## config.mk

```make
export PLATFORM = sky130hd
export DESIGN_NAME = ffsa_cell
export DESIGN_NICKNAME = d
export VERILOG_FILES = /design/src/ffsa_pkg.sv /design/src/ffsa_cell.sv
export SDC_FILE = /design/constraint.sdc
export NUM_CORES = 1
export LEC_CHECK = 0
export BUFFER_PORTS_ARGS = -buffer_cell sky130_fd_sc_hd__buf_2
export CAP_MARGIN = 20
export CELL_PAD_IN_SITES_DETAIL_PLACEMENT = 0
export CELL_PAD_IN_SITES_GLOBAL_PLACEMENT = 1
export CORE_MARGIN = 1.5
export CORE_UTILIZATION = 36
export DETAILED_ROUTE_END_ITERATION = 12
export PLACE_DENSITY = 0.83
export RECOVER_POWER = 50
export SYNTH_ARGS = -nofsm -noshare
export SYNTH_HDL_FRONTEND = slang
export SYNTH_SLANG_ARGS = --single-unit
```

## constraint.sdc

```tcl
create_clock -name clock -period 3.4 [get_ports clock]
set_input_delay 0.34 -clock clock [delete_from_list [all_inputs] [get_ports clock]]
set_output_delay 0.34 -clock clock [all_outputs]
set_load 0.01 [all_outputs]
```

## src/ffsa_pkg.sv

```systemverilog
// Shared types and constants for the first-fit segment allocator.
// Used by ffsa_cell, ffsa_ctrl and first_fit_segment_allocator_unit.
`default_nettype none
package ffsa_pkg;

   localparam int SEG_COUNT = 64;
   localparam int ADDR_W    = 16;
   localparam int OWNER_W   = 8;

   localparam logic [ADDR_W-1:0] HEAP_RESET = ADDR_W'(65535);

   localparam logic OP_ALLOC = 1'b0;
   localparam logic OP_FREE  = 1'b1;

   localparam logic [1:0] ST_OK       = 2'd0;
   localparam logic [1:0] ST_NO_FIT   = 2'd1;
   localparam logic [1:0] ST_NO_MATCH = 2'd2;
   localparam logic [1:0] ST_FULL     = 2'd3;

   typedef struct packed {
      logic               opcode;
      logic [OWNER_W-1:0] owner_id;
      logic [ADDR_W-1:0]  request_size;
      logic [ADDR_W-1:0]  block_start;
   } req_type;

   typedef struct packed {
      logic [1:0]        status;
      logic [ADDR_W-1:0] address;
   } rsp_type;

   typedef struct packed {
      logic               valid;
      logic               used;
      logic [OWNER_W-1:0] owner;
      logic [ADDR_W-1:0]  size;
      logic [ADDR_W-1:0]  start;
   } seg_type;

   // what a cell shows its neighbors
   typedef struct packed {
      seg_type seg;
      logic    token;
      logic    pass;
   } link_type;

   typedef enum logic [3:0] {
      CMD_HOLD,
      CMD_INIT,
      CMD_START,
      CMD_SCAN,
      CMD_SPLIT,
      CMD_RELABEL,
      CMD_FREE,
      CMD_MERGE_NEXT,
      CMD_MERGE_PREV
   } cmd_type;

   typedef struct packed {
      cmd_type            cmd;
      logic               opcode;
      logic [OWNER_W-1:0] owner;
      logic [ADDR_W-1:0]  size;
      logic [ADDR_W-1:0]  start;
      logic [ADDR_W-1:0]  heap;
   } bcast_type;

   typedef struct packed {
      logic              hit;
      logic              miss;
      logic              exact;
      logic              next_free;
      logic              prev_free;
      logic [ADDR_W-1:0] addr;
   } rpt_type;

   typedef enum logic [3:0] {
      S_IDLE,
      S_INIT,
      S_START,
      S_SCAN,
      S_SPLIT,
      S_RELABEL,
      S_FREE,
      S_MNEXT,
      S_MPREV,
      S_RESP
   } state_type;

endpackage
`default_nettype wire

```

## src/ffsa_cell.sv

```systemverilog
// One segment-table slot of the allocator chain; shifts with its neighbors.
// Depends on ffsa_pkg.
`default_nettype none
module ffsa_cell (
   input  wire                  clock,
   input  wire                  reset,
   input  ffsa_pkg::bcast_type  bc,
   input  ffsa_pkg::link_type   left,
   input  ffsa_pkg::link_type   right,
   output ffsa_pkg::link_type   link,
   output ffsa_pkg::rpt_type    rpt
);
   import ffsa_pkg::*;

   seg_type seg_ff, seg_in;
   logic    tok_ff, tok_in;
   logic    passed_ff, passed_in;
   logic    match;

   always_comb begin
      if (bc.opcode == OP_ALLOC) begin
         match = seg_ff.valid && !seg_ff.used && (seg_ff.size >= bc.size);
      end else begin
         match = seg_ff.valid && seg_ff.used && (seg_ff.owner == bc.owner)
                 && (seg_ff.start == bc.start);
      end
   end

   assign link.seg   = seg_ff;
   assign link.token = tok_ff;
   assign link.pass  = (bc.cmd == CMD_SCAN) && tok_ff && seg_ff.valid && !match;

   assign rpt.hit       = tok_ff && match;
   assign rpt.miss      = tok_ff && !seg_ff.valid;
   assign rpt.exact     = tok_ff && (seg_ff.size == bc.size);
   assign rpt.next_free = tok_ff && right.seg.valid && !right.seg.used;
   assign rpt.prev_free = tok_ff && left.seg.valid && !left.seg.used;
   assign rpt.addr      = tok_ff ? seg_ff.start : '0;

   always_comb begin
      seg_in    = seg_ff;
      tok_in    = tok_ff;
      passed_in = passed_ff;
      case (bc.cmd)
         CMD_INIT: begin
            seg_in       = '0;
            seg_in.valid = left.pass;
            seg_in.size  = bc.heap;
            tok_in       = 1'b0;
            passed_in    = 1'b0;
         end
         CMD_START: begin
            tok_in    = left.pass;
            passed_in = 1'b0;
         end
         CMD_SCAN: begin
            if (link.pass) begin
               tok_in    = 1'b0;
               passed_in = 1'b1;
            end
            if (left.pass) tok_in = 1'b1;
         end
         CMD_SPLIT: begin
            if (tok_ff) begin
               seg_in.used  = 1'b1;
               seg_in.owner = bc.owner;
               seg_in.size  = bc.size;
            end else if (!passed_ff) begin
               seg_in = left.seg;
               if (left.token) begin
                  seg_in.start = left.seg.start + bc.size;
                  seg_in.size  = left.seg.size - bc.size;
               end
            end
         end
         CMD_RELABEL: begin
            if (tok_ff) begin
               seg_in.used  = 1'b1;
               seg_in.owner = bc.owner;
            end
         end
         CMD_FREE: begin
            if (tok_ff) begin
               seg_in.used  = 1'b0;
               seg_in.owner = '0;
            end
         end
         CMD_MERGE_NEXT: begin
            if (tok_ff) seg_in.size = seg_ff.size + right.seg.size;
            else if (!passed_ff) seg_in = right.seg;
         end
         CMD_MERGE_PREV: begin
            if (right.token) seg_in.size = seg_ff.size + right.seg.size;
            else if (tok_ff || !passed_ff) seg_in = right.seg;
         end
         default: ;
      endcase
   end

   always_ff @(posedge clock) begin
      if (reset) begin
         seg_ff.valid <= 1'b0;
         tok_ff       <= 1'b0;
         passed_ff    <= 1'b0;
      end else begin
         seg_ff.valid <= seg_in.valid;
         tok_ff       <= tok_in;
         passed_ff    <= passed_in;
      end
      seg_ff.used  <= seg_in.used;
      seg_ff.owner <= seg_in.owner;
      seg_ff.size  <= seg_in.size;
      seg_ff.start <= seg_in.start;
   end

endmodule
`default_nettype wire

```

# After elaboration in Yosys (flattened, before gate mapping)
# Cells that the tools add are included.
# word_totals
inputBits	151
wordCells	92
output_inout_bits	65
register_bits	44
# op_classes
add_sub_neg	3
n_eq_ne	24
n_mux	25
n_lt_le_gt_ge	1
reduce_logical	32
# ops
operator	count
32-bit one-hot mux with 4 select lines	1
42-bit two-way mux	3
16-bit two-way mux	6
9-bit one-hot mux with 6 select lines	1
16-bit adder	2
16-bit == test	2
32-bit two-way mux	1
25-bit two-way mux	1
10-bit two-way mux	2
9-bit two-way mux	2
2-bit != test, second input constant	9
4-bit by 3-bit == test with 1-bit output, second input constant	4
16-bit >= comparator	1
16-bit subtractor	1
1-bit logical AND	15
3-bit != test, second input constant	4
4-bit by 2-bit == test with 1-bit output, second input constant	2
8-bit == test	1
8-bit AND reduction	1
7-bit AND reduction	1
1-bit logical NOT	6
6-bit nonzero test	1
1-bit two-way mux	5
4-bit by 1-bit == test with 1-bit output, second input constant	1
11 further kinds	12

# Logic depth before layout (Yosys ltp)
# Gate-level depths: netlist (run 1).
# logic_depth
word_depth	9
ltp_mapped	11
mapped_depth_nobuf	11

# Least setup slack after synthesis (run 1)
# Ideal clock, no wire load.
# synth_timing
path_type	reg-to-reg
startpoint	register seg_ff (netlist bit link[18])
endpoint	register seg_ff (netlist bit link[32]) (data pin)
stages_incl_launch_ff	12
n_path_buf	0
setup_time_ps	162
slack_ps	879
period_less_slack_ps	2521
required_time_ps	3238
arrival_ps	2359
cell_sequence	edfxtp_1 ha_1 inv_1 fa_1 nand2b_1 a21oi_2 o211ai_1 a21o_1 a31oi_2 nand3_1 mux2_1 o2111ai_1
# synth_lines
item	line	text
from (decl)	ffsa_cell.sv:15	seg_type seg_ff, seg_in;

==> results.yml, run 1 <==
worst_setup_path:
  critPathCaptureType: "output pin"
  cp.required_ns: 3.06
  worstPathMaxFanout: 3
  crit_type: "reg -> out"
  worst-endpoint-arrival_ns: 2.78
  start_kind: "flop"
global_route:
  antenna_found_initial: 1
  track_usage_pct: 22.3
  grt_pass1_vias: 5549
  grt_max_degree: 32
  grt_overflow: 0
  grt_pass1_wl_um: 28600
route:
  via_count: 5925
  avgRoutedWirePerCell_um: 17.3
  drtPass1Iterations: 7
  vias_per_cell: 5.41
  routed_wl_um: 18900
  drc: 0
  drt_iter0_drc: 366
  ant_nets: 0
cts:
  cts_buffer_depth: 2
  htreeDepth: 2
  cts_buffers: 5
  cts_sinks: 44
  clk_pin_slew_ns: 0.07
  cts.repair.resized: 0
  clock_latency_ns: 0.29
  cts_tree: "yes"
  cts_setup_buffers: 0
  root_buffer: "clkbuf_16"
  hold_buffers: 0
layout:
  layout.nets: 1098
  drive_gt1_share_pct: 24.1
  syn2layout_area_growth_pct: 25.7
  design_area_um2: 7110
  antennaDiodeCount: 0
hold_path:
  hold_path.class: "in -> reg"
status:
  status: "complete, no violations"
timing:
  final_hold_viol_count: 0
  layout_min_cycle_time_ns: 3.12
  setup_tns_ns: 0
  max_freq_ghz: 0.320
  rsz0062_at_grt: "false"
  skew_ns: 0.00936
  finalSetupViolations: 0
  slew_viol_final: 0
  tightest_slew_ns: 1.28
  finalCritPeriodShare_pct: 91.9
  slew-limit-headroom_pct: 14.5
run:
  cap_viol_max_count: 0
synthesis:
  yosysTopAreaCell: "edfxtp_1"
  synth.most_common_cell: "ha_1"
  yosysWarnings: 0
  synthTopCellsByCount: "ha_1 (61), nand2_1 (58), a21oi_1 (52), edfxtp_1 (41), nor2_1 (40)"
  synth_edf_count: 41
  ys_seq_elements: 44
  avgSynthCellArea_um2: 8.39
  synthCells: 674
  syn_nets: 889
  synthArstFlopShare_pct: 0
  synth_area_leaders: "edfxtp_1 (22%), ha_1 (13%), a21oi_1 (4.6%), xnor2_1 (4.5%), xor2_1 (4.0%)"
  synthesis.area_um2: 5660
  synth_top_area_share_pct: 21.8
  synth_ff_type: "edfxtp_1"
  synth_seq_area_share_pct: 22.8
  synth_cell_types: 78
die:
  die_y_um: 128
  die_x_um: 128
  num_io_pins: 216
  die_area_um2: 16500
  core_um2: 15300
  rows: 45
  initial_core_util_pct: 37.1
place:
  portBuffers: 214
  place_hpwl_um: 15400
  placed_cell_area_um2: 7000
  place_congestion: 0.876
pwr:
  ir_worst_vdd_v: 0.000175
  power-per-cell-area_nw_per_um2: 300
  p_leak_uw: 0.00316
[per-stage QoR]
step	hold WS (ns)	instances	total power, µW	utilization [%]	setup WS, ns
after detailed placement	0.539	1087	1560	45.9	0.483
final	0.237	1095	2130	46.6	0.277
after global routing	0.237	1095	2270	46.6	0.0823
after floorplan	0.409	674	1270	-	0.879
after CTS	0.227	1095	2150	47.0	0.235
after global placement	0.543	1087	1560	45.9	0.512
[critical path, cell delays in order, from the launching register on]
cell	delay [ns]
edfxtp_1	0.48
ha_1	0.33
a21o_1	0.18
a221o_1	0.36
a221oi_1	0.35
o221ai_2	0.20
a21oi_1	0.22
nand4_1	0.18
inv_1	0.08
buf_2	0.12
[layout make-up]
cell class | instances | area (µm²)
clock buffers | 5 | 125
inverters | 40 | 150
clock inverters | 3 | 46.3
repair buffers | 230 | 1120
flip-flops and latches | 44 | 1290
fillers | 1607 | 8150
multi-input cells | 562 | 4110
well taps | 211 | 264
[power by group]
| group | switching [µW] | internal (µW) | leakage [µW] |
|---|---|---|---|
| Clock | 233 | 350 | 0.0000804 |
| Sequential | 38.6 | 645 | 0.000394 |
| Combinational | 482 | 382 | 0.00269 |
| Total | 754 | 1380 | 0.00316 |
[sequential cells by signal (all words and copies together) (netlist names)]
| name | flops |
|---|---|
| passed_ff | 1 |
| tok_ff | 1 |
| link | 42 |
[path summary, 6_finish.rpt]
kind	start	endpoint	slack (ns)	cells after the start
max	link[20]$_DFFE_PP_	link[0]	0.28	9
min	reset	passed_ff$_SDFFE_PP0P_	0.24	2
max reg2reg	tok_ff$_SDFFE_PP0P_	link[33]$_DFFE_PP_	0.44	6
min reg2reg	passed_ff$_SDFFE_PP0P_	passed_ff$_SDFFE_PP0P_	0.54	2
[layer usage]
| layer | GRT usage [%] | wire length, µm | vias up |
|---|---|---|---|
| li1 | - | - | 2967 |
| met1 | 30.2 | 8620 | 2757 |
| met2 | 38.2 | 9030 | 184 |
| met3 | 3.53 | 1130 | 15 |
| met4 | 3.17 | 151 | 2 |
| met5 | 0 | 13 | - |
[kinds of logic after synthesis]
| logic type | synth area share [%] |
|---|---|
| muxes | 3.49 |
| AOI/OAI and AO/OA | 28.2 |
| and+or+nand+nor | 17.7 |
| DFF | 22.8 |
| adders and majority gates | 14.6 |
| xor gates and xnor gates | 8.52 |
| buffers and inverters | 4.71 |
[placed cells by master, fill, tap and decap left out, drive strengths merged, types with 6 or more instances in the layout]
master and n:
a31oi 8, o21a 7, a21o 20, edfxtp 41, a211oi 13, nand4 8
mux2i 16, a222oi 11, xnor2 29, a22oi 9, and3 6, and2 18
xor2 26, buf 182, nand3 12, nand2 58, o21ai 47, inv 40
o211ai 8, a221oi 7, nor3 16, nor2 40, nor4 6, clkbuf 53
nand2b 9, a21oi 53, or3 7, ha 61
Power figures use the tool's default switching activity.
==> run 2, diff against run 1 <==
==> constraint.sdc (replaced) <==
create_clock -name clock -period 2.9 [get_ports clock]
set_input_delay 0.29 -clock clock [delete_from_list [all_inputs] [get_ports clock]]
set_output_delay 0.29 -clock clock [all_outputs]
set_load 0.01 [all_outputs]
==> run 2 against run 1 <==
  * Die area stayed put
  * Non-clock buffer count rose by 9
  * Combinational power is 20% higher
  * The run now ends with setup timing left
  * Power increased by 18%
  * Largest power group unchanged
==> results.yml, run 2 (synthesis results as in run 1) <==
pwr:
  p_leak_uw: 0.00318
  ir_worst_vdd_v: 0.000206
  power-per-cell-area_nw_per_um2: 350
layout:
  layout_commonest_cell: "buf_2"
  fin_util_pct: 47.2
  multiInputGateArea_um2: 4150
  final_cell_mix: "buf_2 (163), ha_1 (61), nand2_1 (58), clkbuf_1 (55), a21oi_1 (51)"
  seqCellArea_um2: 1290
  drive_gt1_share_pct: 24.5
  syn2layout_area_growth_pct: 27.4
  design_area_um2: 7210
  largest_reg_flops: 42
  layout.nets: 1107
  antennaDiodeCount: 0
  num-fill-cells: 1579
global_route:
  antenna_found_initial: 1
  grt_pass1_vias: 5587
  grt_max_degree: 37
  track_usage_pct: 22.6
  grt_pass1_wl_um: 29000
  grt_overflow: 0
timing:
  timing.hold.ws_ns: 0.189
  finalSetupViolations: 1
  final_hold_viol_count: 0
  skew_ns: 0.00935
  tightest_slew_ns: 1.16
  fin_ws_ns: -0.00214
  rsz0062_at_grt: "true"
  slew_viol_final: 0
  finalCritPeriodShare_pct: 100
  slew-limit-headroom_pct: 22.5
  layout_min_cycle_time_ns: 2.90
  max_freq_ghz: 0.345
run:
  cap_viol_max_count: 0
worst_setup_path:
  start_kind: "flop"
  worstPathMaxFanout: 3
  worst-endpoint-arrival_ns: 2.61
  crit_type: "reg -> out"
  cp.required_ns: 2.61
  critPathCaptureType: "output pin"
cts:
  cts_buffers: 5
  clk_pin_slew_ns: 0.07
  cts_buffer_depth: 2
  clock_latency_ns: 0.29
  htreeDepth: 2
  cts_sinks: 44
  cts_tree: "yes"
  hold_buffers: 0
  root_buffer: "clkbuf_16"
route:
  drt_iter0_drc: 356
  via_count: 5979
  ant_nets: 0
  routed_wl_um: 19200
  drc: 0
  drtPass1Iterations: 8
  avgRoutedWirePerCell_um: 17.4
  vias_per_cell: 5.42
hold_path:
  hold_path.class: "in -> reg"
status:
  failed_checks: "setup timing"
  status: "finished, violations left"
place:
  place_congestion: 0.886
  place_ws_ns: 0.0849
  place_hpwl_um: 15500
  placed_cell_area_um2: 7040
  portBuffers: 214
die:
  die_y_um: 128
  initial_core_util_pct: 37.1
  rows: 45
  die_x_um: 128
  core_um2: 15300
  die_area_um2: 16500
  num_io_pins: 216
-- run 2: cell types whose count changed in the layout (fill, tap and decap cells not counted), sizes merged --
cell    before  now
clkbuf      53   60
buf        182  184
-- run 2: area by class of cell --
| cell class | instances | area share [%] |
|---|---|---|
| clock buffer | 5 | 1.74 |
| clock inverter | 3 | 0.642 |
| inverter | 40 | 2.08 |
| multi-input combinational | 562 | 57.6 |
| sequential | 44 | 17.9 |
| tap | 211 | 3.66 |
| timing repair buffer | 239 | 16.4 |
-- run 2: timing repair --
action / in CTS / in global routing
endpoints found under the setup margin: 2 / 4
buffers inserted: 4 / 0
pin swaps: 0 / 6
resized for setup: 3 / 6
-- run 2: power breakdown --
part	total, µW	internal [µW]	switching [µW]
combinational	1040	461	582
sequential	797	756	41.7
clock	683	410	273
total	2520	1630	896
-- run 2: worst max-delay path, cell delays in order, from the launching register on --
cell	delay, ns
edfxtp_1	0.41
ha_1	0.30
and3_1	0.19
a221o_1	0.33
a221oi_2	0.30
o221ai_2	0.21
a21oi_2	0.20
nand4_1	0.16
inv_1	0.09
buf_2	0.12
-- run 2: worst paths after layout --
| check | start | endpoint | slack (ns) | cells after the start |
|---|---|---|---|---|
| hold / removal | reset | tok_ff$_SDFFE_PP0P_ | 0.19 | 2 |
| setup / recovery | link[21]$_DFFE_PP_ | link[0] | -0.002 | 9 |
| setup reg to reg | link[18]$_DFFE_PP_ | link[26]$_DFFE_PP_ | 0.12 | 12 |
| hold reg to reg | passed_ff$_SDFFE_PP0P_ | passed_ff$_SDFFE_PP0P_ | 0.57 | 2 |
-- run 2: per-stage QoR --
stage | setup TNS [ns] | total power [µW] | std cells
after floorplan | 0 | 1480 | 674
after global placement | 0 | 1830 | 1092
after detailed placement | 0 | 1840 | 1092
after CTS | 0 | 2530 | 1104
after global routing | -0.237 | 2680 | 1104
final | -0.00214 | 2520 | 1104
-- run 2: routing by layer --
metal  track usage [%]  vias up  wire length, µm
met2              39.4      225             9080
met4              4.23        2              234
met3              3.53       17             1350
met1              29.8     2734             8550
met5                 0        -               13
li1                  -     3001                -
