===== src/ffsa_pkg.sv =====
// Shared types and constants for the first-fit segment allocator.
// Used by ffsa_cell, ffsa_ctrl and first_fit_segment_allocator_unit.
`default_nettype none
package ffsa_pkg;

   localparam int SEG_COUNT = 64;
   localparam int ADDR_W    = 16;
   localparam int OWNER_W   = 8;

   localparam logic [ADDR_W-1:0] HEAP_RESET = ADDR_W'(65535);

   localparam logic OP_ALLOC = 1'b0;
   localparam logic OP_FREE  = 1'b1;

   localparam logic [1:0] ST_OK       = 2'd0;
   localparam logic [1:0] ST_NO_FIT   = 2'd1;
   localparam logic [1:0] ST_NO_MATCH = 2'd2;
   localparam logic [1:0] ST_FULL     = 2'd3;

   typedef struct packed {
      logic               opcode;
      logic [OWNER_W-1:0] owner_id;
      logic [ADDR_W-1:0]  request_size;
      logic [ADDR_W-1:0]  block_start;
   } req_type;

   typedef struct packed {
      logic [1:0]        status;
      logic [ADDR_W-1:0] address;
   } rsp_type;

   typedef struct packed {
      logic               valid;
      logic               used;
      logic [OWNER_W-1:0] owner;
      logic [ADDR_W-1:0]  size;
      logic [ADDR_W-1:0]  start;
   } seg_type;

   // what a cell shows its neighbors
   typedef struct packed {
      seg_type seg;
      logic    token;
      logic    pass;
   } link_type;

   typedef enum logic [3:0] {
      CMD_HOLD,
      CMD_INIT,
      CMD_START,
      CMD_SCAN,
      CMD_SPLIT,
      CMD_RELABEL,
      CMD_FREE,
      CMD_MERGE_NEXT,
      CMD_MERGE_PREV
   } cmd_type;

   typedef struct packed {
      cmd_type            cmd;
      logic               opcode;
      logic [OWNER_W-1:0] owner;
      logic [ADDR_W-1:0]  size;
      logic [ADDR_W-1:0]  start;
      logic [ADDR_W-1:0]  heap;
   } bcast_type;

   typedef struct packed {
      logic              hit;
      logic              miss;
      logic              exact;
      logic              next_free;
      logic              prev_free;
      logic [ADDR_W-1:0] addr;
   } rpt_type;

   typedef enum logic [3:0] {
      S_IDLE,
      S_INIT,
      S_START,
      S_SCAN,
      S_SPLIT,
      S_RELABEL,
      S_FREE,
      S_MNEXT,
      S_MPREV,
      S_RESP
   } state_type;

endpackage
`default_nettype wire


===== src/ffsa_ctrl.sv =====
// Sequencer for the allocator: takes beats, drives the cell chain, returns results.
// Depends on ffsa_pkg.
`default_nettype none
module ffsa_ctrl (
   input  wire                        clock,
   input  wire                        reset,
   input  wire                        req_valid,
   output logic                       req_stall,
   input  ffsa_pkg::req_type          req_data,
   output logic                       rsp_valid,
   input  wire                        rsp_stall,
   output ffsa_pkg::rsp_type          rsp_data,
   input  wire                        csr_wr_en,
   input  wire [ffsa_pkg::ADDR_W-1:0] csr_wr_data,
   input  ffsa_pkg::rpt_type          rpt,
   input  wire                        ran_off,
   input  wire                        full,
   output ffsa_pkg::bcast_type        bc
);
   import ffsa_pkg::*;

   state_type         state_ff, state_in;
   req_type           req_ff, req_in;
   logic [ADDR_W-1:0] heap_ff;
   logic              init_pend_ff, init_pend_in;
   logic [1:0]        stat_ff, stat_in;
   logic [ADDR_W-1:0] addr_ff, addr_in;
   logic              nf_ff, nf_in, pf_ff, pf_in;
   logic              rsp_valid_ff, rsp_valid_in;
   rsp_type           rsp_ff, rsp_in;
   logic              req_take;

   assign req_stall = (state_ff != S_IDLE) || init_pend_ff;
   assign req_take  = req_valid && !req_stall;
   assign rsp_valid = rsp_valid_ff;
   assign rsp_data  = rsp_ff;

   // next state
   always_comb begin
      state_in     = state_ff;
      req_in       = req_ff;
      init_pend_in = init_pend_ff;
      stat_in      = stat_ff;
      addr_in      = addr_ff;
      nf_in        = nf_ff;
      pf_in        = pf_ff;
      rsp_valid_in = rsp_valid_ff && rsp_stall;
      rsp_in       = rsp_ff;
      case (state_ff)
         S_IDLE: begin
            if (init_pend_ff) begin
               state_in = S_INIT;
            end else if (req_take) begin
               req_in  = req_data;
               stat_in = ST_OK;
               addr_in = '0;
               if (req_data.opcode == OP_ALLOC && req_data.request_size == '0) begin
                  stat_in  = ST_NO_FIT;
                  state_in = S_RESP;
               end else begin
                  state_in = S_START;
               end
            end
         end
         S_INIT: begin
            init_pend_in = 1'b0;
            state_in     = S_IDLE;
         end
         S_START: state_in = S_SCAN;
         S_SCAN: begin
            nf_in = rpt.next_free;
            pf_in = rpt.prev_free;
            if (rpt.hit) begin
               if (req_ff.opcode == OP_FREE) begin
                  state_in = S_FREE;
               end else if (rpt.exact) begin
                  addr_in  = rpt.addr;
                  state_in = S_RELABEL;
               end else if (full) begin
                  stat_in  = ST_FULL;
                  state_in = S_RESP;
               end else begin
                  addr_in  = rpt.addr;
                  state_in = S_SPLIT;
               end
            end else if (rpt.miss || ran_off) begin
               stat_in  = (req_ff.opcode == OP_ALLOC) ? ST_NO_FIT : ST_NO_MATCH;
               state_in = S_RESP;
            end
         end
         S_SPLIT, S_RELABEL: state_in = S_RESP;
         S_FREE: begin
            if (nf_ff) state_in = S_MNEXT;
            else if (pf_ff) state_in = S_MPREV;
            else state_in = S_RESP;
         end
         S_MNEXT: state_in = pf_ff ? S_MPREV : S_RESP;
         S_MPREV: state_in = S_RESP;
         S_RESP: begin
            if (!rsp_valid_ff || !rsp_stall) begin
               rsp_valid_in   = 1'b1;
               rsp_in.status  = stat_ff;
               rsp_in.address = addr_ff;
               state_in       = S_IDLE;
            end
         end
         default: state_in = S_IDLE;
      endcase
      if (csr_wr_en) init_pend_in = 1'b1;
   end

   // chain command
   always_comb begin
      bc.opcode = req_ff.opcode;
      bc.owner  = req_ff.owner_id;
      bc.size   = req_ff.request_size;
      bc.start  = req_ff.block_start;
      bc.heap   = heap_ff;
      case (state_ff)
         S_INIT:    bc.cmd = CMD_INIT;
         S_START:   bc.cmd = CMD_START;
         S_SCAN:    bc.cmd = CMD_SCAN;
         S_SPLIT:   bc.cmd = CMD_SPLIT;
         S_RELABEL: bc.cmd = CMD_RELABEL;
         S_FREE:    bc.cmd = CMD_FREE;
         S_MNEXT:   bc.cmd = CMD_MERGE_NEXT;
         S_MPREV:   bc.cmd = CMD_MERGE_PREV;
         default:   bc.cmd = CMD_HOLD;
      endcase
   end

   always_ff @(posedge clock) begin
      if (reset) begin
         state_ff     <= S_IDLE;
         init_pend_ff <= 1'b1;
         rsp_valid_ff <= 1'b0;
         heap_ff      <= HEAP_RESET;
      end else begin
         state_ff     <= state_in;
         init_pend_ff <= init_pend_in;
         rsp_valid_ff <= rsp_valid_in;
         if (csr_wr_en) heap_ff <= csr_wr_data;
      end
      req_ff  <= req_in;
      stat_ff <= stat_in;
      addr_ff <= addr_in;
      nf_ff   <= nf_in;
      pf_ff   <= pf_in;
      rsp_ff  <= rsp_in;
   end

`ifndef NO_ASSERTIONS
   a_hit_miss: assert property (@(posedge clock) disable iff (reset)
      (state_ff == S_SCAN) |-> !(rpt.hit && rpt.miss))
      else $error("token cell reports hit and miss together");
   a_mprev: assert property (@(posedge clock) disable iff (reset)
      (state_ff == S_MPREV) |-> pf_ff)
      else $error("merge with previous without a free previous segment");
   a_csr_init: assert property (@(posedge clock) disable iff (reset)
      csr_wr_en |=> init_pend_ff)
      else $error("heap size write did not schedule table init");
`endif

endmodule
`default_nettype wire


===== config.mk =====
export PLATFORM = sky130hd
export DESIGN_NAME = ffsa_ctrl
export DESIGN_NICKNAME = d
export VERILOG_FILES = /design/src/ffsa_pkg.sv /design/src/ffsa_ctrl.sv
export SDC_FILE = /design/constraint.sdc
export NUM_CORES = 1
export LEC_CHECK = 0
export BUFFER_PORTS_ARGS = -buffer_cell sky130_fd_sc_hd__buf_2
export CELL_PAD_IN_SITES_DETAIL_PLACEMENT = 1
export CELL_PAD_IN_SITES_GLOBAL_PLACEMENT = 2
export CORE_ASPECT_RATIO = 0.9
export CORE_MARGIN = 4
export CORE_UTILIZATION = 30
export DETAILED_ROUTE_END_ITERATION = 7
export PLACE_DENSITY = 0.75
export SYNTH_ARGS = -nofsm -noshare
export SYNTH_HDL_FRONTEND = slang
export SYNTH_SLANG_ARGS = --single-unit

===== constraint.sdc =====
create_clock -name clock -period 4.3 [get_ports clock]
set_input_delay 0.86 -clock clock [delete_from_list [all_inputs] [get_ports clock]]
set_output_delay 0.86 -clock clock [all_outputs]
set_load 0.05 [all_outputs]

Word-level counts from Yosys, hierarchy flattened. Memory sizes are Yosys's and may differ from the RTL's. A register that Yosys moved wholly into a read port is not among the register bits. Index checks and enable logic that the tools add are counted.

Register bits after elaboration: 101. Bits in read-only memories: 64. Bits of input ports: 85. Memories: 1.

Eq/ne operators: 20. Multiplexer cells: 33. Bitwise gates (word level): 2. Reduce and logical (&&, ||, !) cells: 20.

Memories: (name not given) (depth 16, width 4, rd ports 1, clocked after memory_dff 1, wr ports 0, line ffsa_ctrl.sv:119) `case (state_ff)`.

Operators with widths (count): $mux 16 (6); $mux 4 (12); $pmux 16 s2 (1); $pmux 4 s7 (1); $ne 3x3->1 const B (6); $eq 4x3->1 const B (4); $logic_not 16->1 (1); $mux 2 (8); $ne 2x2->1 const B (5); $eq 4x2->1 const B (2); $eq 4x4->1 const B (2); $reduce_and 7->1 (1); $reduce_and 3->1 (2); $reduce_and 6->1 (1); $eq 4x1->1 const B (1); $logic_not 4->1 (1); $mux 1 (4); $pmux 2 s2 (1); $reduce_bool 4->1 (1); $logic_and 1x1->1 (3); $logic_not 1->1 (3); $logic_or 1x1->1 (3); $reduce_or 3->1 (1); $not 1->1 (2); 3 further kinds (3).

Logic depth before layout (Yosys ltp). Gate-level depths: netlist of run 1.

Depth after elaboration: 9. Gate-level depth with buffers: 7. Mapped depth without buffers: 5.

Least setup slack after synthesis of run 1. No wires, ideal clock.

Path kind: input -> register. Start point: input req_valid. End point: register addr_ff[0] (enable). Setup time: 0.394 ns. Arrival time: 2.875 ns. Required time: 3.906 ns. Slack: 1.031 ns. Stages on the path: 3. Cells stage by stage: and3_1 -> a21oi_1 -> a21oi_1.

Longest elaborated chain between the ends: 3.

Ends and longest elaborated chain: start, declared (line ffsa_ctrl.sv:7) `input wire req_valid,`; $logic_and 1x1->1 (line ffsa_ctrl.sv:34) `assign req_take = req_valid && !req_stall;`; $ne 2x2->1 (no line); $reduce_and 6->1 (no line); end signal, assigned (line ffsa_ctrl.sv:146) `addr_ff <= addr_in;`; end, declared (line ffsa_ctrl.sv:27) `logic [ADDR_W-1:0] addr_ff, addr_in;`.

No other way between the ends. A chain may end at the register's enable or synchronous reset.

Worst setup path in the final report of run 1.
Start point: register state_ff[1]. End point: register addr_ff[15] (enable).

Longest elaborated chain between the ends: 6. Elaborated cells on any way between the ends: 13. Classes of those cells: eq/ne (6); reduce/logical (7).

Ends and longest elaborated chain: start, declared (line ffsa_ctrl.sv:22) `state_type state_ff, state_in;`; start signal, assigned (line ffsa_ctrl.sv:139) `state_ff <= state_in;`; $reduce_bool 4->1 (line ffsa_ctrl.sv:33) `assign req_stall = (state_ff != S_IDLE) || init_pend_ff;`; $logic_or 1x1->1 (line ffsa_ctrl.sv:33); $logic_not 1->1 (line ffsa_ctrl.sv:34); $logic_and 1x1->1 (line ffsa_ctrl.sv:34); $ne 2x2->1 (no line); $reduce_and 6->1 (no line) (*).

Mark *: on every way between the ends. The rest lies on a longest branch, timed or not.

==> results of run 1 <==
==> layer usage <==
layer	part of all wire	vias up	track usage
li1	-	1232	-
met1	0.39	1197	0.143
met2	0.50	107	0.219
met3	0.093	13	0.0592
met4	0.019	0	0.0515
met5	0	-	0
==> stage by stage <==
stage,hold WS (ns),util,worst slack (ns)
2_1_floorplan,0.400,-,1.03
4_1_cts,0.425,0.413,1.60
5_1_grt,0.433,0.413,1.38
3_5_place_dp,0.408,0.390,1.62
3_3_place_gp,0.404,0.390,1.81
6_report,0.425,0.413,1.67
==> worst reg2reg max path, delay by kind of cell (launching register included) <==
| kind | cells | cell delay, ns |
|---|---|---|
| AND/OR/NAND/NOR | 2 | 0.91 |
| flip-flops | 1 | 0.47 |
| AO/OA/AOI/OAI | 2 | 0.88 |
==> layout make-up <==
cell class / instances / area, sq um / area share
clock buffers: 9 / 225 / 0.0448
flip-flops and latches: 105 / 2890 / 0.575
inverters: 4 / 15.0 / 0.00299
clock inverters: 7 / 57.6 / 0.0114
well taps: 160 / 200 / 0.0398
repair buffers: 166 / 833 / 0.166
diodes: 1 / 2.50 / 0.000498
multi-input cells: 121 / 803 / 0.160
==> worst min-delay path by stage <==
stage                        end  slack [ns]  cells past startpoint
floorplan            rsp_data[0]        0.40                      0
global placement    rsp_data[17]        0.40                      0
detailed placement  rsp_data[10]        0.41                      0
CTS                 rsp_data[10]        0.43                      0
global route        rsp_data[15]        0.43                      0
finish              rsp_data[14]        0.43                      0
==> flip-flops by register name, summed over array words and instances, names as in the netlist <==
| signal | cells |
|---|---|
| state_ff | 4 |
| rsp_valid | 1 |
| addr_ff | 16 |
| nf_ff | 1 |
| rsp_data | 18 |
| stat_ff | 2 |
| pf_ff | 1 |
| init_pend_ff | 1 |
| heap_ff | 16 |
| bc | 45 |
==> power groups by stage <==
stage	clock network, mW	registers [mW]	logic [mW]
after floorplan	0	1.21	0.0560
after global placement	0	1.14	0.192
after detailed placement	0	1.15	0.195
after CTS	0.809	1.12	0.196
after global routing	0.858	1.12	0.209
final	0.779	1.12	0.193
==> cells in the final DEF, fill, tap and decap left out, types with 3 or more instances in the layout <==
master,synthesis,layout
and3_1,4,3
inv_1,4,4
nor2b_1,18,18
nand2_1,8,8
a21oi_1,8,6
o21ai_0,8,8
nor4_1,3,3
nand3_1,4,4
buf_2,2,165
edfxtp_1,79,79
clkbuf_16,0,9
and2_1,16,16
nor3_1,4,4
a211o_1,18,18
dfxtp_1,26,26
inv_6,0,3
nor2_1,8,8
==> cells by family (layout without fill, tap and decap cells) <==
| logic type | Yosys count | count (layout) |
|---|---|---|
| AO/OA/AOI/OAI | 43 | 43 |
| AND/OR/NAND/NOR | 78 | 78 |
| other | 0 | 1 |
| buffers and inverters | 16 | 186 |
| flip-flops | 105 | 105 |
==> Yosys cell counts (2+ instances only) <==
cell type  instances
clkbuf_1           7
and3_1             4
or3_1              2
nand3_1            4
nand2b_1           2
inv_1              4
o21ai_0            8
a21oi_1            8
nor3_1             4
nor4_1             3
nor2_1             8
edfxtp_1          79
a211o_1           18
dfxtp_1           26
nand2_1            8
nor2b_1           18
and2_1            16
buf_2              2
==> metrics.txt, run 1 <==
overall power=around 2.1 mW; Seq pwr share=0.536; area share of the largest cell type after synthesis=0.631; xor and xnor fraction of the mapped netlist area=0; largest family of logic cells by synthesized area=simple AND/OR/NAND/NOR gates; Critical Path RT=roughly 4.3 ns; Switch Pwr=~520 uW; worst r2r dst=addr_ff[15]; R2R Path Start=state_ff[1]; TritonCTS clock tree=built; Die Width=126 um; worst vdd ir=0.317 mV; hold-fix buffers at CTS=0; setup TNS=0 ns; first-pass GRT wire length=between 10000 and 15000 um; cell taking the most area after synthesis=edfxtp_1; Die Y=about 110 um; critical path, cell by cell=nor2b_4, and3_1, a21oi_1, a21oi_2; clk buf depth=2; mux share of post-synthesis cell area=0; Top FF cell, synth=edfxtp_1; CP max stage cell=a21oi_2; Max Clock Freq=380 MHz; average wire per standard cell=between 15 and 20 um; largest net degree at the start of global routing=43; Finished Cell Area=roughly 5000 sq um; final std cells w/o fill=about 570; Max-slew headroom=0.323; area grow syn2layout=33.8%; final setup skew=between 0.009 and 0.01 ns; Bufs and invs on worst path=0; Clock power frac=0.372; num rows=38; Initial Utilization=0.309; Initial DRC Count=118; Worst path depth=4; drt total wl=between 9000 and 10000 um; H-tree depth=3; Startpoint Class=flop; Placer Congestion=0.778; register-to-register setup slack=between 1.5 and 2 ns; Post-Syn Area=approximately 3800 sq um; initial antenna violation count=1; register area share after synthesis=0.770; critical path class=reg -> reg; Tcrit/Tclk final=0.611; Reg2Reg Depth=4; Synth Area per Inst=15.5 sq um; number of buffers added on ports=between 150 and 200; CP arrival=between 2 and 3 ns; Simple-Gate Fraction of Synth Area=0.127; Final Hold Viols=0; clock slew at reported path FFs=roughly 0.070 ns; synth top area cells=edfxtp_1 (63%), dfxtp_1 (14%), a211o_1 (4.2%), nor2b_1 (3.0%), and2_1 (2.7%); EDFF count, synth=around 80; vias in the first global route=between 2000 and 3000; yosys warns=0; Pins Over Slew Limit=0; clock root cell=clkbuf_16; Fillers=roughly 1300; Largest delay share family, worst path=simple AND/OR/NAND/NOR gates; gate count after technology mapping=~240; Overall Global Routing Usage=0.130; via count=between 2000 and 3000; Synth Net Count=327; Final #Nets=between 400 and 500; hold path start=addr_ff[14]; area of placed instances=between 4000 and 5000 sq um; leakage power=between 2 and 2.5 nW; worst skew pair latency=roughly 0.35 ns; worst slew pin tran=approximately 1.0 ns; RSZ-0062 raised after global routing=no; post_cts resized=0; Critical Path Sink=addr_ff[15]; Max FO, Critical Path=26; Synth Area in Compound Gates=0.0839; crit path launch=state_ff[1]; Gate power share=0.092; CP peak stage delay=~0.69 ns; internal power=around 1.6 mW; max-cap check violation count=0; ys async rst share=0; DR pass1 iterations=4; drt via density=~4.4; Die ar.=about 14000 sq um; outcome=completed; Setup Viol. Count Final=0; Routed Antenna Nets=0; #FFs+latches synth=~110; PD cells=416 nW/um^2; switch share=0.247; CTS sink cnt=around 110; residual DRC count=0; fin crit period=around 2.6 ns; share of layout cells above drive strength 1=0.468; core footprint=12200 sq um; CTS Buf Count=9; Adder-Cell Fraction of Synth Area=0; min-delay worst type=reg -> reg; I/O pin total=between 150 and 200; Synth cell types=39; post-DP HPWL=6980 um; crit end category=flop; Inst Count DP=approximately 560; postcts setup bufs=0; grt ovf=0
(Power assumes the default switching activity.)
==> run 2, diff against run 1 <==
==> constraint.sdc (replaced) <==
create_clock -name clock -period 2.6 [get_ports clock]
set_input_delay 0.52 -clock clock [delete_from_list [all_inputs] [get_ports clock]]
set_output_delay 0.52 -clock clock [all_outputs]
set_load 0.05 [all_outputs]
==> metrics.txt, run 2 (same netlist as run 1, synthesis figures left out) <==
outcome=completed; Met3 Wirelength=982 um (+15%); Final #Nets=496 (+0.81%); worst vdd ir=0.499 mV (+57%); Die ar.=14400 sq um (unchanged); most frequent cells in the layout=buf_2 (165), edfxtp_1 (79), dfxtp_1 (26), nor2b_1 (18), a211o_1 (18); CP arrival=1.69 ns (-0.92 ns); fin crit period=2.21 ns; first-pass GRT wire length=14300 um (-0.15%); via count=2566 (+0.67%); Die Y=114 um (unchanged); Critical Path RT=2.08 ns (-2.20 ns); Routed Antenna Nets=0 (unchanged); max-cap check violation count=0 (unchanged); average wire per standard cell=15.8 um (-0.74%); worst skew pair latency=0.35 ns (about the same); Finished Cell Area=5060 sq um (+0.62%); vias in the first global route=2643 (-3.3%); Pins Over Slew Limit=0 (unchanged); Tcrit/Tclk final=0.848; crit path launch=state_ff[2]; clk buf depth=2 (unchanged); largest net degree at the start of global routing=42 (-2.3%); I/O pin total=166 (unchanged); pre-CTS WS=0.549 ns (-1.07 ns); critical path class=reg -> out; core footprint=12200 sq um (unchanged); drt via density=4.45 (+0.14%); overall power=3.47 mW (+66%); Final Hold Viols=0 (unchanged); fin util=0.416 (+0.00257); hold path start=req_data[36]; hold-fix buffers at CTS=0 (unchanged); Initial Utilization=0.309 (unchanged); max reg flops=45 (unchanged); Max FO, Critical Path=11 (-58%); clock slew at reported path FFs=0.07 ns (about the same); min setup slack post-route=0.395 ns (-1.28 ns); Startpoint Class=flop; critical path, cell by cell=or3_4, nor3_1, inv_1, buf_2; TritonCTS clock tree=built; final std cells w/o fill=576 (+0.52%); CTS sink cnt=105 (unchanged); Placer Congestion=0.762 (-2.1%); CP peak stage delay=0.42 ns (-0.27 ns); drt total wl=9130 um (-0.22%); final setup skew=0.00433 ns (-0.00518 ns); setup TNS=0 ns (unchanged); commonest non-fill, non-tap cell in the layout=buf_2; hold_ws=0.344 ns (-0.0811 ns); Die Width=126 um (unchanged); R2R Path Start=state_ff[3]; area grow syn2layout=34.7%; post_cts resized=0 (unchanged); area of placed instances=4770 sq um (+0.63%); Overall Global Routing Usage=0.129 (-0.000827); postcts setup bufs=0 (unchanged); PD cells=686 nW/um^2 (+65%); Setup Viol. Count Final=0 (unchanged); antenna diode count=0 (-1); met1 WL=3670 um (+2.1%); CTS Buf Count=9 (unchanged); Initial DRC Count=149 (+26%); met2 WL=4360 um (-3.6%); number of buffers added on ports=165 (unchanged); CP max stage cell=or3_4; num rows=38 (unchanged); Max Clock Freq=~450 MHz; grt ovf=0 (unchanged); share of layout cells above drive strength 1=0.471 (+0.00271); worst slew pin tran=0.553 ns (-0.463 ns); highest routing layer actually used=met4; clock root cell=clkbuf_16; leakage power=2.06 nW (+1.4%); crit end category=primary output; residual DRC count=0 (unchanged); post-DP HPWL=6940 um (-0.59%); DR pass1 iterations=4 (unchanged); initial antenna violation count=0 (-1); min-delay worst type=in -> reg; H-tree depth=3 (unchanged); RSZ-0062 raised after global routing=no; Inst Count DP=560 (+0.72%); Max-slew headroom=0.632 (+0.308)
## run 2: power breakdown
part | switching, mW | leakage [nW] | internal, mW
Sequential | 0.0216 | 0.965 | 1.83
Combinational | 0.210 | 0.956 | 0.110
Clock | 0.625 | 0.141 | 0.672
## run 2: area by class of cell
| class | count | area, sq um |
|---|---|---|
| well taps | 160 | 200 |
| fillers | 1344 | 7110 |
| clock buffers | 10 | 229 |
| flip-flops and latches | 105 | 2890 |
| repair buffers | 170 | 863 |
| inverters | 4 | 15.0 |
| clock inverters | 6 | 57.6 |
| multi-input cells | 121 | 803 |
## run 2: worst paths after layout
path | endpoint | slack, ns | cells after the start
hold reg to reg | rsp_data[15] | 0.42 | 0
hold / removal | bc[52] | 0.34 | 1
setup / recovery | req_stall | 0.39 | 4
setup reg to reg | bc[60] | 0.67 | 6
## run 2: per-layer routing
layer / vias to the layer above / global-route usage
met3: 10 / 0.0667
met2: 106 / 0.211
met5: - / 0
met4: 0 / 0.0407
met1: 1213 / 0.147
li1: 1237 / -
## run 2: critical path: cells and delay by family, from the launching register on
kind                   cells  cell delay [ns]
buffers and inverters      2             0.30
DFF                        1             0.41
and+or+nand+nor            2             0.63
